File: config.mk
export PLATFORM = sky130hd
export DESIGN_NAME = delay_based_bitrate_controller_core
export DESIGN_NICKNAME = d
export VERILOG_FILES = /design/src/hdl/dbbc_pkg.sv /design/src/hdl/dbbc_delay.sv /design/src/hdl/dbbc_ovr.sv /design/src/hdl/dbbc_rate.sv /design/src/hdl/delay_based_bitrate_controller_core.sv
export SDC_FILE = /design/constraint.sdc
export NUM_CORES = 2
export LEC_CHECK = 0
export CORE_UTILIZATION = 55
export CTS_CLUSTER_SIZE = 16
export DETAILED_ROUTE_END_ITERATION = 8
export DONT_BUFFER_PORTS = 1
export GPL_ROUTABILITY_DRIVEN = 0
export HOLD_SLACK_MARGIN = 0.05
export PLACE_DENSITY = 0.66
export RECOVER_POWER = 25
export REMOVE_ABC_BUFFERS = 1
export SYNTH_ARGS = -nofsm -noshare
export SYNTH_HDL_FRONTEND = slang
export SYNTH_SLANG_ARGS = --single-unit
File: constraint.sdc
create_clock -name i_clk -period 29.7 [get_ports i_clk]
set_clock_uncertainty 0.1 [all_clocks]
set_input_delay 4.455 -clock i_clk [delete_from_list [all_inputs] [get_ports i_clk]]
set_output_delay 4.455 -clock i_clk [all_outputs]
set_load 0.005 [all_outputs]
File: src/hdl/dbbc_pkg.sv
// dbbc_pkg: shared widths, constants, types and the rate clamp function
// for the delay based bitrate controller; no dependencies
package dbbc_pkg;

    localparam int unsigned TIME_W       = 64;
    localparam int unsigned RATE_W       = 32;
    localparam int unsigned CFG_IDX_W    = 2;
    localparam int unsigned IN_TDATA_W   = 2 * TIME_W;
    localparam int unsigned OUT_TDATA_W  = 40;

    localparam logic [RATE_W-1:0] DEFAULT_MIN_RATE = 32'd500000;
    localparam logic [RATE_W-1:0] MIN_INCREASE     = 32'd1000;
    localparam logic [TIME_W-1:0] OVERUSE_MARGIN   = 64'd15000;

    // floor(y/5) for y below 2^34 is (y * DIV5_RECIP) >> DIV5_SHIFT
    localparam int unsigned       DIV5_SHIFT = 35;
    localparam int unsigned       RECIP_W    = 33;
    localparam logic [RECIP_W-1:0] DIV5_RECIP = 33'd6871947674;

    // configuration register indexes
    typedef enum logic [CFG_IDX_W-1:0] {
        CFG_MIN_RATE   = 2'd0,
        CFG_MAX_RATE   = 2'd1,
        CFG_START_RATE = 2'd2
    } t_cfg_idx;

    // effective bounds, prepared from the configuration registers
    typedef struct packed {
        logic [RATE_W-1:0] eff_min;
        logic [RATE_W-1:0] max_rate;
        logic [RATE_W-1:0] init_rate;
    } t_bounds;

    // clamp: a nonzero upper bound wins, then the lower bound
    function automatic logic [RATE_W-1:0] bound_rate(
        input logic [RATE_W-1:0] v,
        input logic [RATE_W-1:0] lo,
        input logic [RATE_W-1:0] hi
    );
        logic [RATE_W-1:0] res;
        if (hi != '0 && v > hi) begin
            res = hi;
        end else if (v < lo) begin
            res = lo;
        end else begin
            res = v;
        end
        return res;
    endfunction

endpackage

File: src/hdl/dbbc_delay.sv
// dbbc_delay: input register stage computing the one-way delay of a packet
// depends on dbbc_pkg
module dbbc_delay
    import dbbc_pkg::*;
(
    input  logic              i_clk,
    input  logic              i_rst_n,
    input  logic              i_vld,
    output logic              o_rdy,
    input  logic [TIME_W-1:0] i_send_time,
    input  logic [TIME_W-1:0] i_recv_time,
    output logic              o_vld,
    input  logic              i_rdy,
    output logic [TIME_W-1:0] o_delay
);

    logic              r_vld;
    logic [TIME_W-1:0] r_delay;
    logic [TIME_W-1:0] n_delay;
    logic [TIME_W:0]   w_diff;
    logic              w_load;

    assign o_rdy  = !r_vld || i_rdy;
    assign w_load = i_vld && o_rdy;

    // receive minus send, forced to one when not positive
    always_comb begin
        w_diff = {1'b0, i_recv_time} - {1'b0, i_send_time};
        if (w_diff[TIME_W] || w_diff[TIME_W-1:0] == '0) begin
            n_delay = TIME_W'(1);
        end else begin
            n_delay = w_diff[TIME_W-1:0];
        end
    end

    // stage valid
    always_ff @(posedge i_clk) begin
        if (!i_rst_n) begin
            r_vld <= 1'b0;
        end else if (o_rdy) begin
            r_vld <= i_vld;
        end
    end

    // delay payload
    always_ff @(posedge i_clk) begin
        if (w_load) begin
            r_delay <= n_delay;
        end
    end

    assign o_vld   = r_vld;
    assign o_delay = r_delay;

`ifndef ASSERT_OFF
    a_delay_nonzero: assert property (@(posedge i_clk) disable iff (!i_rst_n)
        w_load |=> r_delay != '0)
        else $error("delay stage loaded a zero delay");
`endif

endmodule

File: src/hdl/dbbc_ovr.sv
// dbbc_ovr: tracks lowest and previous delay and flags delay overuse
// depends on dbbc_pkg
module dbbc_ovr
    import dbbc_pkg::*;
(
    input  logic              i_clk,
    input  logic              i_rst_n,
    input  logic              i_vld,
    output logic              o_rdy,
    input  logic [TIME_W-1:0] i_delay,
    output logic              o_vld,
    input  logic              i_rdy,
    output logic              o_over
);

    logic              r_vld;
    logic              r_over;
    logic [TIME_W-1:0] r_low;
    logic [TIME_W-1:0] r_prev;
    logic [TIME_W:0]   w_diff;
    logic              w_below;
    logic              n_over;
    logic              w_load;

    assign o_rdy  = !r_vld || i_rdy;
    assign w_load = i_vld && o_rdy;

    // overuse only when a lowest delay exists and the new one is well above it
    always_comb begin
        w_diff  = {1'b0, i_delay} - {1'b0, r_low};
        w_below = w_diff[TIME_W];
        n_over  = (r_low != '0) && !w_below
                  && (w_diff[TIME_W-1:0] > OVERUSE_MARGIN)
                  && (i_delay >= r_prev);
    end

    // valid and delay history
    always_ff @(posedge i_clk) begin
        if (!i_rst_n) begin
            r_vld  <= 1'b0;
            r_low  <= '0;
            r_prev <= '0;
        end else begin
            if (o_rdy) begin
                r_vld <= i_vld;
            end
            if (w_load) begin
                if (r_low == '0 || w_below) begin
                    r_low <= i_delay;
                end
                r_prev <= i_delay;
            end
        end
    end

    // overuse flag payload
    always_ff @(posedge i_clk) begin
        if (w_load) begin
            r_over <= n_over;
        end
    end

    assign o_vld  = r_vld;
    assign o_over = r_over;

`ifndef ASSERT_OFF
    a_low_set: assert property (@(posedge i_clk) disable iff (!i_rst_n)
        w_load |=> r_low != '0)
        else $error("lowest delay still unset after a packet");
    a_low_le_prev: assert property (@(posedge i_clk) disable iff (!i_rst_n)
        w_load |=> r_low <= r_prev)
        else $error("lowest delay above the last delay");
`endif

endmodule

File: src/hdl/dbbc_rate.sv
// dbbc_rate: target rate update (multiplicative decrease or additive
// increase), clamp, and the result register; depends on dbbc_pkg
module dbbc_rate
    import dbbc_pkg::*;
(
    input  logic              i_clk,
    input  logic              i_rst_n,
    input  t_bounds           i_bounds,
    input  logic              i_vld,
    output logic              o_rdy,
    input  logic              i_over,
    output logic              o_vld,
    input  logic              i_rdy,
    output logic [RATE_W-1:0] o_target_rate,
    output logic              o_overuse_seen
);

    localparam int unsigned NUM_W  = RATE_W + 2;
    localparam int unsigned PROD_W = RATE_W + RECIP_W;

    logic              r_vld;
    logic              r_primed;
    logic [RATE_W-1:0] r_target;
    logic              r_over;
    logic [RATE_W-1:0] n_target;
    logic [RATE_W-1:0] w_cur;
    logic [NUM_W-1:0]  w_num;
    logic [RATE_W-1:0] w_quarter;
    logic [PROD_W-1:0] w_prod;
    logic [RATE_W-1:0] w_quo;
    logic [RATE_W-1:0] w_inc;
    logic [RATE_W:0]   w_sum;
    logic [RATE_W-1:0] w_up;
    logic [RATE_W-1:0] w_dn;
    logic              w_load;

    assign o_rdy  = !r_vld || i_rdy;
    assign w_load = i_vld && o_rdy;

    // one shared divide by 20: decrease uses t - floor((3t+9)/20),
    // which equals round(17t/20); increase uses floor((t+10)/20)
    always_comb begin
        w_cur = r_primed ? r_target : i_bounds.init_rate;
        if (i_over) begin
            w_num = NUM_W'(w_cur) + {1'b0, w_cur, 1'b0} + NUM_W'(9);
        end else begin
            w_num = NUM_W'(w_cur) + NUM_W'(10);
        end
        w_quarter = w_num[NUM_W-1:2];
        w_prod    = PROD_W'(w_quarter) * PROD_W'(DIV5_RECIP);
        w_quo     = RATE_W'(w_prod[PROD_W-1:DIV5_SHIFT]);
        w_inc     = (w_quo < MIN_INCREASE) ? MIN_INCREASE : w_quo;
        w_sum     = {1'b0, w_cur} + {1'b0, w_inc};
        w_up      = w_sum[RATE_W] ? '1 : w_sum[RATE_W-1:0];
        w_dn      = w_cur - w_quo;
        n_target  = bound_rate(i_over ? w_dn : w_up, i_bounds.eff_min,
                               i_bounds.max_rate);
    end

    // valid, primed flag and the running target
    always_ff @(posedge i_clk) begin
        if (!i_rst_n) begin
            r_vld    <= 1'b0;
            r_primed <= 1'b0;
            r_target <= '0;
        end else begin
            if (o_rdy) begin
                r_vld <= i_vld;
            end
            if (w_load) begin
                r_primed <= 1'b1;
                r_target <= n_target;
            end
        end
    end

    // overuse flag of the result
    always_ff @(posedge i_clk) begin
        if (w_load) begin
            r_over <= i_over;
        end
    end

    assign o_vld          = r_vld;
    assign o_target_rate  = r_target;
    assign o_overuse_seen = r_over;

`ifndef ASSERT_OFF
    a_target_bounded: assert property (@(posedge i_clk) disable iff (!i_rst_n)
        w_load |=> (r_target >= $past(i_bounds.eff_min)
                    || r_target == $past(i_bounds.max_rate)))
        else $error("target rate outside its bounds");
    a_primed_after: assert property (@(posedge i_clk) disable iff (!i_rst_n)
        w_load |=> r_primed)
        else $error("primed flag not set after a packet");
`endif

endmodule

File: src/hdl/delay_based_bitrate_controller_core.sv
// path: a request passes the delay, overuse and rate stage registers in turn to m_tvalid
// throughput: one request per cycle while m_tready is high; the running target closes
// through one divide-by-20 multiplier and clamp inside the rate stage
// reset: synchronous active-low i_rst_n empties the pipeline, clears delay
// history and the target, and returns registers to min 500000, max 0, start 0
module delay_based_bitrate_controller_core
    import dbbc_pkg::*;
(
    input  logic                   i_clk,
    input  logic                   i_rst_n,
    input  logic                   s_tvalid,
    output logic                   s_tready,
    input  logic [IN_TDATA_W-1:0]  s_tdata,   // send_time[63:0], recv_time[127:64]
    output logic                   m_tvalid,
    input  logic                   m_tready,
    output logic [OUT_TDATA_W-1:0] m_tdata,   // target_rate[31:0], overuse_seen[32], zero pad
    input  logic                   i_cfg_we,
    input  logic [CFG_IDX_W-1:0]   i_cfg_idx,
    input  logic [RATE_W-1:0]      i_cfg_data
);

    logic [RATE_W-1:0] r_min_rate;
    logic [RATE_W-1:0] r_max_rate;
    logic [RATE_W-1:0] r_start_rate;
    t_bounds           r_bounds;
    t_bounds           n_bounds;

    logic              w_d_vld;
    logic              w_d_rdy;
    logic [TIME_W-1:0] w_delay;
    logic              w_o_vld;
    logic              w_o_rdy;
    logic              w_over;
    logic [RATE_W-1:0] w_target;
    logic              w_over_seen;

    // configuration registers
    always_ff @(posedge i_clk) begin
        if (!i_rst_n) begin
            r_min_rate   <= DEFAULT_MIN_RATE;
            r_max_rate   <= '0;
            r_start_rate <= '0;
        end else if (i_cfg_we) begin
            case (i_cfg_idx)
                CFG_MIN_RATE:   r_min_rate   <= i_cfg_data;
                CFG_MAX_RATE:   r_max_rate   <= i_cfg_data;
                CFG_START_RATE: r_start_rate <= i_cfg_data;
                default: ;
            endcase
        end
    end

    // effective bounds and clamped start rate, registered ahead of the rate stage
    always_comb begin
        n_bounds.eff_min   = (r_min_rate != '0) ? r_min_rate : DEFAULT_MIN_RATE;
        n_bounds.max_rate  = r_max_rate;
        n_bounds.init_rate = bound_rate(
            (r_start_rate != '0) ? r_start_rate : n_bounds.eff_min,
            n_bounds.eff_min, r_max_rate);
    end

    always_ff @(posedge i_clk) begin
        r_bounds <= n_bounds;
    end

    dbbc_delay u_delay (
        .i_clk       (i_clk),
        .i_rst_n     (i_rst_n),
        .i_vld       (s_tvalid),
        .o_rdy       (s_tready),
        .i_send_time (s_tdata[TIME_W-1:0]),
        .i_recv_time (s_tdata[IN_TDATA_W-1:TIME_W]),
        .o_vld       (w_d_vld),
        .i_rdy       (w_d_rdy),
        .o_delay     (w_delay)
    );

    dbbc_ovr u_ovr (
        .i_clk   (i_clk),
        .i_rst_n (i_rst_n),
        .i_vld   (w_d_vld),
        .o_rdy   (w_d_rdy),
        .i_delay (w_delay),
        .o_vld   (w_o_vld),
        .i_rdy   (w_o_rdy),
        .o_over  (w_over)
    );

    dbbc_rate u_rate (
        .i_clk          (i_clk),
        .i_rst_n        (i_rst_n),
        .i_bounds       (r_bounds),
        .i_vld          (w_o_vld),
        .o_rdy          (w_o_rdy),
        .i_over         (w_over),
        .o_vld          (m_tvalid),
        .i_rdy          (m_tready),
        .o_target_rate  (w_target),
        .o_overuse_seen (w_over_seen)
    );

    // result packing
    assign m_tdata = {{(OUT_TDATA_W - RATE_W - 1){1'b0}}, w_over_seen, w_target};

endmodule

== Word level (Yosys, flattened, before mapping) ==
Cells that the tools add are included.
Word-level totals
  input bits: 167
  flip-flop bits (word level): 422
Operators by class
  equality and inequality tests: 2
  reduce and logical (&&, ||, !) cells: 29
  $mul: 1
  add/sub/neg operators: 7
  muxes and demuxes: 11
  magnitude comparators: 7
Operators by type and width (count)
  2-to-1 mux 32 bit: 9
  subtractor 64 x 64 -> 65 bit: 2
  zero test 64 bit: 2
  nonzero test 32 bit: 4
  >= comparator 64 bit: 1
  greater-than comparator 32 bit: 2
  greater-than comparator 64 x 14 -> 1 bit, second input constant: 1
  < comparator 32 bit: 2
  multiplier 32 x 32 -> 64 bit, second input constant: 1
  nonzero test 64 bit: 1
  adder 32 x 33 -> 34 bit: 1
  adder 34 x 4 -> 34 bit, second input constant: 1
  2-to-1 mux 34 bit: 1
  adder 32 x 32 -> 33 bit: 1
  adder 32 x 4 -> 33 bit, second input constant: 1
  subtractor 32 x 30 -> 32 bit: 1
  < comparator 30 x 10 -> 1 bit, second input constant: 1
  2-to-1 mux 30 bit: 1
  logical AND 1 bit: 8
  AND reduction 2 bit: 4
  logical OR 1 bit: 5
  zero test 1 bit: 4
  == test 2 x 1 -> 1 bit, second input constant: 1
  == test 2 bit, second input constant: 1
  zero test 2 bit: 1

== Longest topological paths before layout ==
  depth after elaboration: 13
  depth in mapped cells: 75
  gate-level depth less buffers: 70

== Hierarchy ==
From an unflattened synthesis, not the netlist that was laid out.
Second synthesis, totals
  cells, all modules: 6624
  area total of the unflattened synthesis: 54880.1 um^2
Modules (own cells, without submodules)
  dbbc_rate: cells an instance 3107, sequential area each 710.7 um^2, area each 27116.0 um^2, instances 1
  dbbc_ovr: cells an instance 1566, sequential area each 2612.5 um^2, area each 11423.5 um^2, instances 1
  delay_based_bitrate_controller_core: cells an instance 1081, sequential area each 3843.7 um^2, area each 9316.4 um^2, instances 1
  dbbc_delay: cells an instance 870, sequential area each 1941.9 um^2, area each 7024.2 um^2, instances 1

== Worst setup path after synthesis ==
Ideal clock, no wire load.
  kind: register -> register
  start point: register u_rate.r_primed
  end point: register u_rate.r_target[25] (netlist: u_rate.o_target_rate[25])
  path buffers: 7
  setup time: 122 ps
  path slack: 12092 ps
  cell stages (with the launch flop): 73
  arrival time: 17386 ps
  cell sequence: dfxtp_1 buf_4 clkbuf_1 buf_1 mux2_2 ha_1 fa_1 a21o_1 a21o_1 a2111oi_0 o311ai_0 a21oi_1 o21ai_0 o211ai_1 a211o_1 o21ai_0 o21ai_0 nand2_1 [37 not listed] a21oi_1 nor3_1 clkbuf_1 a21oi_1 ha_1 a21o_1 a21o_1 a21o_1 a21o_1 a21o_1 a311oi_1 a2bb2oi_1 nor4_1 nor2_1 clkbuf_1 clkbuf_1 a311oi_1 nor2_1
Between the ends
  cells in the longest elaborated chain, start to end: 13
Ends and longest elaborated chain
  start, declared: RTL line dbbc_rate.sv:22  | logic r_primed;
  start signal, assigned: RTL line dbbc_rate.sv:64  | r_primed <= 1'b0;
  start signal, assigned: RTL line dbbc_rate.sv:71  | r_primed <= 1'b1;
  2-to-1 mux 32 bit *: RTL line dbbc_rate.sv:43  | w_cur = r_primed ? r_target : i_bounds.init_rate;
  adder 32 x 33 -> 34 bit: RTL line dbbc_rate.sv:45  | w_num = NUM_W'(w_cur) + {1'b0, w_cur, 1'b0} + NUM_W'(9);
  adder 34 x 4 -> 34 bit: RTL line dbbc_rate.sv:45
  2-to-1 mux 34 bit: RTL line dbbc_rate.sv:44  | if (i_over) begin
  multiplier 32 x 32 -> 64 bit: RTL line dbbc_rate.sv:50  | w_prod = PROD_W'(w_quarter) * PROD_W'(DIV5_RECIP);
  < comparator 30 x 10 -> 1 bit: RTL line dbbc_rate.sv:52  | w_inc = (w_quo < MIN_INCREASE) ? MIN_INCREASE : w_quo;
  2-to-1 mux 30 bit: RTL line dbbc_rate.sv:52
  adder 32 x 32 -> 33 bit: RTL line dbbc_rate.sv:53  | w_sum = {1'b0, w_cur} + {1'b0, w_inc};
  2-to-1 mux 32 bit: RTL line dbbc_rate.sv:54  | w_up = w_sum[RATE_W] ? '1 : w_sum[RATE_W-1:0];
  2-to-1 mux 32 bit *: RTL line dbbc_rate.sv:56  | n_target = bound_rate(i_over ? w_dn : w_up, i_bounds.eff_min,
  < comparator 32 bit or greater-than comparator 32 bit (tied branches): RTL line dbbc_pkg.sv:43, dbbc_pkg.sv:41
  2-to-1 mux 32 bit or logical AND 1 bit (tied branches): RTL line dbbc_pkg.sv:43, dbbc_pkg.sv:41
  2-to-1 mux 32 bit *: RTL line dbbc_pkg.sv:41  | if (hi != '0 && v > hi) begin
  end signal, assigned: RTL line dbbc_rate.sv:72  | r_target <= n_target;
  end, declared: RTL line dbbc_rate.sv:23  | logic [RATE_W-1:0] r_target;
Every way passes the cells marked *; elsewhere a longest branch is shown, timed or not.
A chain may end at the register's enable or synchronous reset.

== Final worst setup path ==
  start point: register u_rate.r_primed
  end point: register u_rate.r_target[1] (netlist: u_rate.o_target_rate[1])
Same word-level chain as after synthesis.

==> out/summary.txt <==
Status: complete, but fails checks
Failing checks: max-capacitance violations, max-slew violations
First-pass GRT wire length: 244 mm
Synth warn: 0
EDFF count, synth: 66
Yosys cell types: 93
Cell taking the most area after synthesis: ha_1
Die ar.: 0.0972 mm²
Hold depth: 0
Synth Register Bits: 422
Placed wire-length estimate: 128 mm
Kind of critical path: flop to flop
Final period utilization: 69.8%
Overall Global Routing Usage: 31.3%
Vias in the first global route: 43740
Startpoint types: flop
WL/cell: 20.3 µm
CTS hold repair buffers: 0
Seq/Total Area, Yosys: 17.3%
RSZ-0062 raised after global routing: false
RR Startpoint: u_rate.r_primed
Die Height: 312 µm
Post-synth ARST share: 0%
Max-Slew Margin vs Limit: -77.4%
Share of the synthesized area in the top cell type: 18.5%
Chip width: 312 µm
Setup TNS: 0 ns
Clock Sinks: 422
Layout cell share with drive strength beyond 1: 3.27%
Drc violations: 0
Prevailing post-synth register cell: dfxtp_1
Number of port buffers: 0
Resized cells post-CTS: 0
Final WL: 154 mm
Antenna Nets Post-Route: 0
Final WS setup: 8.96 ns
Worst-Skew Late Latency: 0.60 ns
Crit-path leading delay family: compound AO/OA/AOI/OAI gates
Crit path time final: 20.74 ns
Post-synth top cells: 1065 x inv_1, 779 x ha_1, 605 x a21oi_1, 565 x nand2_1, 418 x fa_1
Largest cells by area after synthesis: ha_1 18%, fa_1 16%, dfxtp_1 14%
Core Area: 0.0950 mm²
CP required: 30.04 ns
Worst R2R Setup Slack: 8.96 ns
Hold path startpoint: r_max_rate[20]
Min-delay worst type: flop to flop
Largest net degree at the start of global routing: 107
Vias: 45568
Synthesized area: 0.0528 mm²
First-pass iteration count of the detailed router: 6
Pre-CTS setup slack: 9.43 ns
Worst Tran Pin Value: 2.65 ns
Most common cell in the netlist: inv_1
Total CTS buffers: 47
Peak Freq: 0.0482 GHz
MaxCap Viol Count: 2
Syn avg cell area: 8.18 µm²
Vias per cell: 6.00
Final Setup Violations: 0
Initial Util: 55.5%
WP data arrival: 21.08 ns
Syn Inst Count: 6455
Reg2Reg Depth: 65
Area delta synth->final: 5.00%
CTS tree: built
H-tree depth: 2
Worst-path fanout max: 58
Critical-path top delay cell: dfxtp_2
Congestion Overflow GR: 0
I/O pin total: 209
Worst setup EP type: flop
Register clock-pin slew on the reported worst setup and hold paths: 0.06 ns
Root Buffer: clkbuf_16
Hold Vio Cnt, Final: 0
FF-to-FF End: u_rate.o_target_rate[1]
CTS Buffer Depth: 3
Antenna violations before repair: 0
Buf+Inv Stages, Crit Path: 6
Initial drt markers: 4345
Crit path largest cell delay: 1.00 ns
Rows: 113
Post-CTS setup buffers: 0
Max Slew Vio Count: 113
Final nets: 7658
Hold endpoint: r_bounds[52]
[logic make-up after synthesis]
family / count (synthesis) / share of synthesized area (%)
other: 1 / 0.00711
adder cells (fa/ha/maj): 1197 / 34.3
XOR/XNOR: 198 / 3.29
flip-flops: 422 / 17.3
AO/OA/AOI/OAI: 1671 / 19.8
multiplexers: 55 / 1.13
buffers and inverters: 1307 / 9.36
AND/OR/NAND/NOR: 1604 / 14.8
[area by class of cell]
cell class	instances	area, µm²
inverter	1065	4000
timing repair buffer	26	184
sequential	422	9110
antenna	1	2.50
fill	8802	39600
clock inverter	30	444
tap	1265	1580
multi-input combinational	4732	38800
clock buffer	58	1260
[worst reg2reg max path, delay by kind of cell (launching register included)]
kind,cells,cell delay [ns]
AOI/OAI and AO/OA,35,9.47
xor gates and xnor gates,1,0.08
adders and majority gates,14,6.07
buffers and inverters,6,0.81
DFF,1,1.00
muxes,1,0.56
and+or+nand+nor,8,2.52
[layout by cell type (no fill, tap or decap), drive strengths merged, types with 18 or more instances in the layout]
| cell type | Yosys | layout |
|---|---|---|
| clkbuf | 220 | 61 |
| or2 | 24 | 24 |
| ha | 779 | 779 |
| nand2 | 565 | 565 |
| a31oi | 46 | 46 |
| fa | 418 | 418 |
| nand3 | 166 | 166 |
| edfxtp | 66 | 66 |
| dfxtp | 356 | 356 |
| or3 | 30 | 30 |
| nor3 | 80 | 80 |
| nor2 | 277 | 277 |
| a21o | 197 | 197 |
| nand2b | 58 | 58 |
| o21ai | 342 | 342 |
| buf | 22 | 23 |
| inv | 1065 | 1067 |
| mux2 | 35 | 35 |
| and2 | 28 | 28 |
| xnor2 | 134 | 134 |
| o21a | 64 | 64 |
| xor2 | 64 | 64 |
| a21oi | 605 | 605 |
| a22oi | 71 | 71 |
| nor2b | 72 | 72 |
| and3 | 50 | 50 |
| mux2i | 20 | 20 |
| o211ai | 37 | 37 |
| o31ai | 18 | 18 |
| o21bai | 38 | 38 |
| nand4 | 101 | 101 |
| a211oi | 52 | 52 |
| nor4 | 82 | 82 |
[flip-flops by register name, indices dropped and copies added (netlist names)]
name	count
r_max_rate	32
u_rate.o_target_rate	32
u_rate.r_primed	1
u_delay.o_delay	64
u_ovr.o_over	1
u_rate.o_overuse_seen	1
u_rate.o_vld	1
r_min_rate	32
u_ovr.o_vld	1
r_bounds	96
u_ovr.r_low	64
u_ovr.r_prev	64
u_delay.o_vld	1
r_start_rate	32
[metrics by stage]
| stage | cell area (µm²) | instances | utilization (%) | hold slack (ns) |
|---|---|---|---|---|
| 2_1_floorplan | 51900 | 6219 | - | 0.276 |
| 3_3_place_gp | 53700 | 7510 | 56.6 | 0.307 |
| 3_5_place_dp | 53700 | 7510 | 56.6 | 0.305 |
| 4_1_cts | 55400 | 7598 | 58.3 | 0.317 |
| 5_1_grt | 55400 | 7598 | 58.3 | 0.326 |
| 6_report | 55400 | 7599 | 58.3 | 0.317 |
[routing by layer]
| layer | up-vias | global-route usage (%) | part of all wire, % |
|---|---|---|---|
| met3 | 253 | 5.42 | 7.7 |
| met2 | 1645 | 48.4 | 44 |
| met5 | - | 0 | 0 |
| met1 | 21788 | 44.8 | 46 |
| met4 | 0 | 8.57 | 2.8 |
| li1 | 21882 | - | - |
[worst max path at each step]
stage,endpoint,cells after the start,startpoint
after floorplan,u_rate.o_target_rate[21],65,u_rate.r_primed
after global routing,u_rate.o_target_rate[1],66,u_rate.r_primed
after CTS,u_rate.o_target_rate[1],65,u_rate.r_primed
after global placement,u_rate.o_target_rate[1],65,u_rate.r_primed
final,u_rate.o_target_rate[1],65,u_rate.r_primed
after detailed placement,u_rate.o_target_rate[1],65,u_rate.r_primed
Power is not shown: default switching activity piles up to over one toggle a cycle in this logic, so the estimate is an artifact.
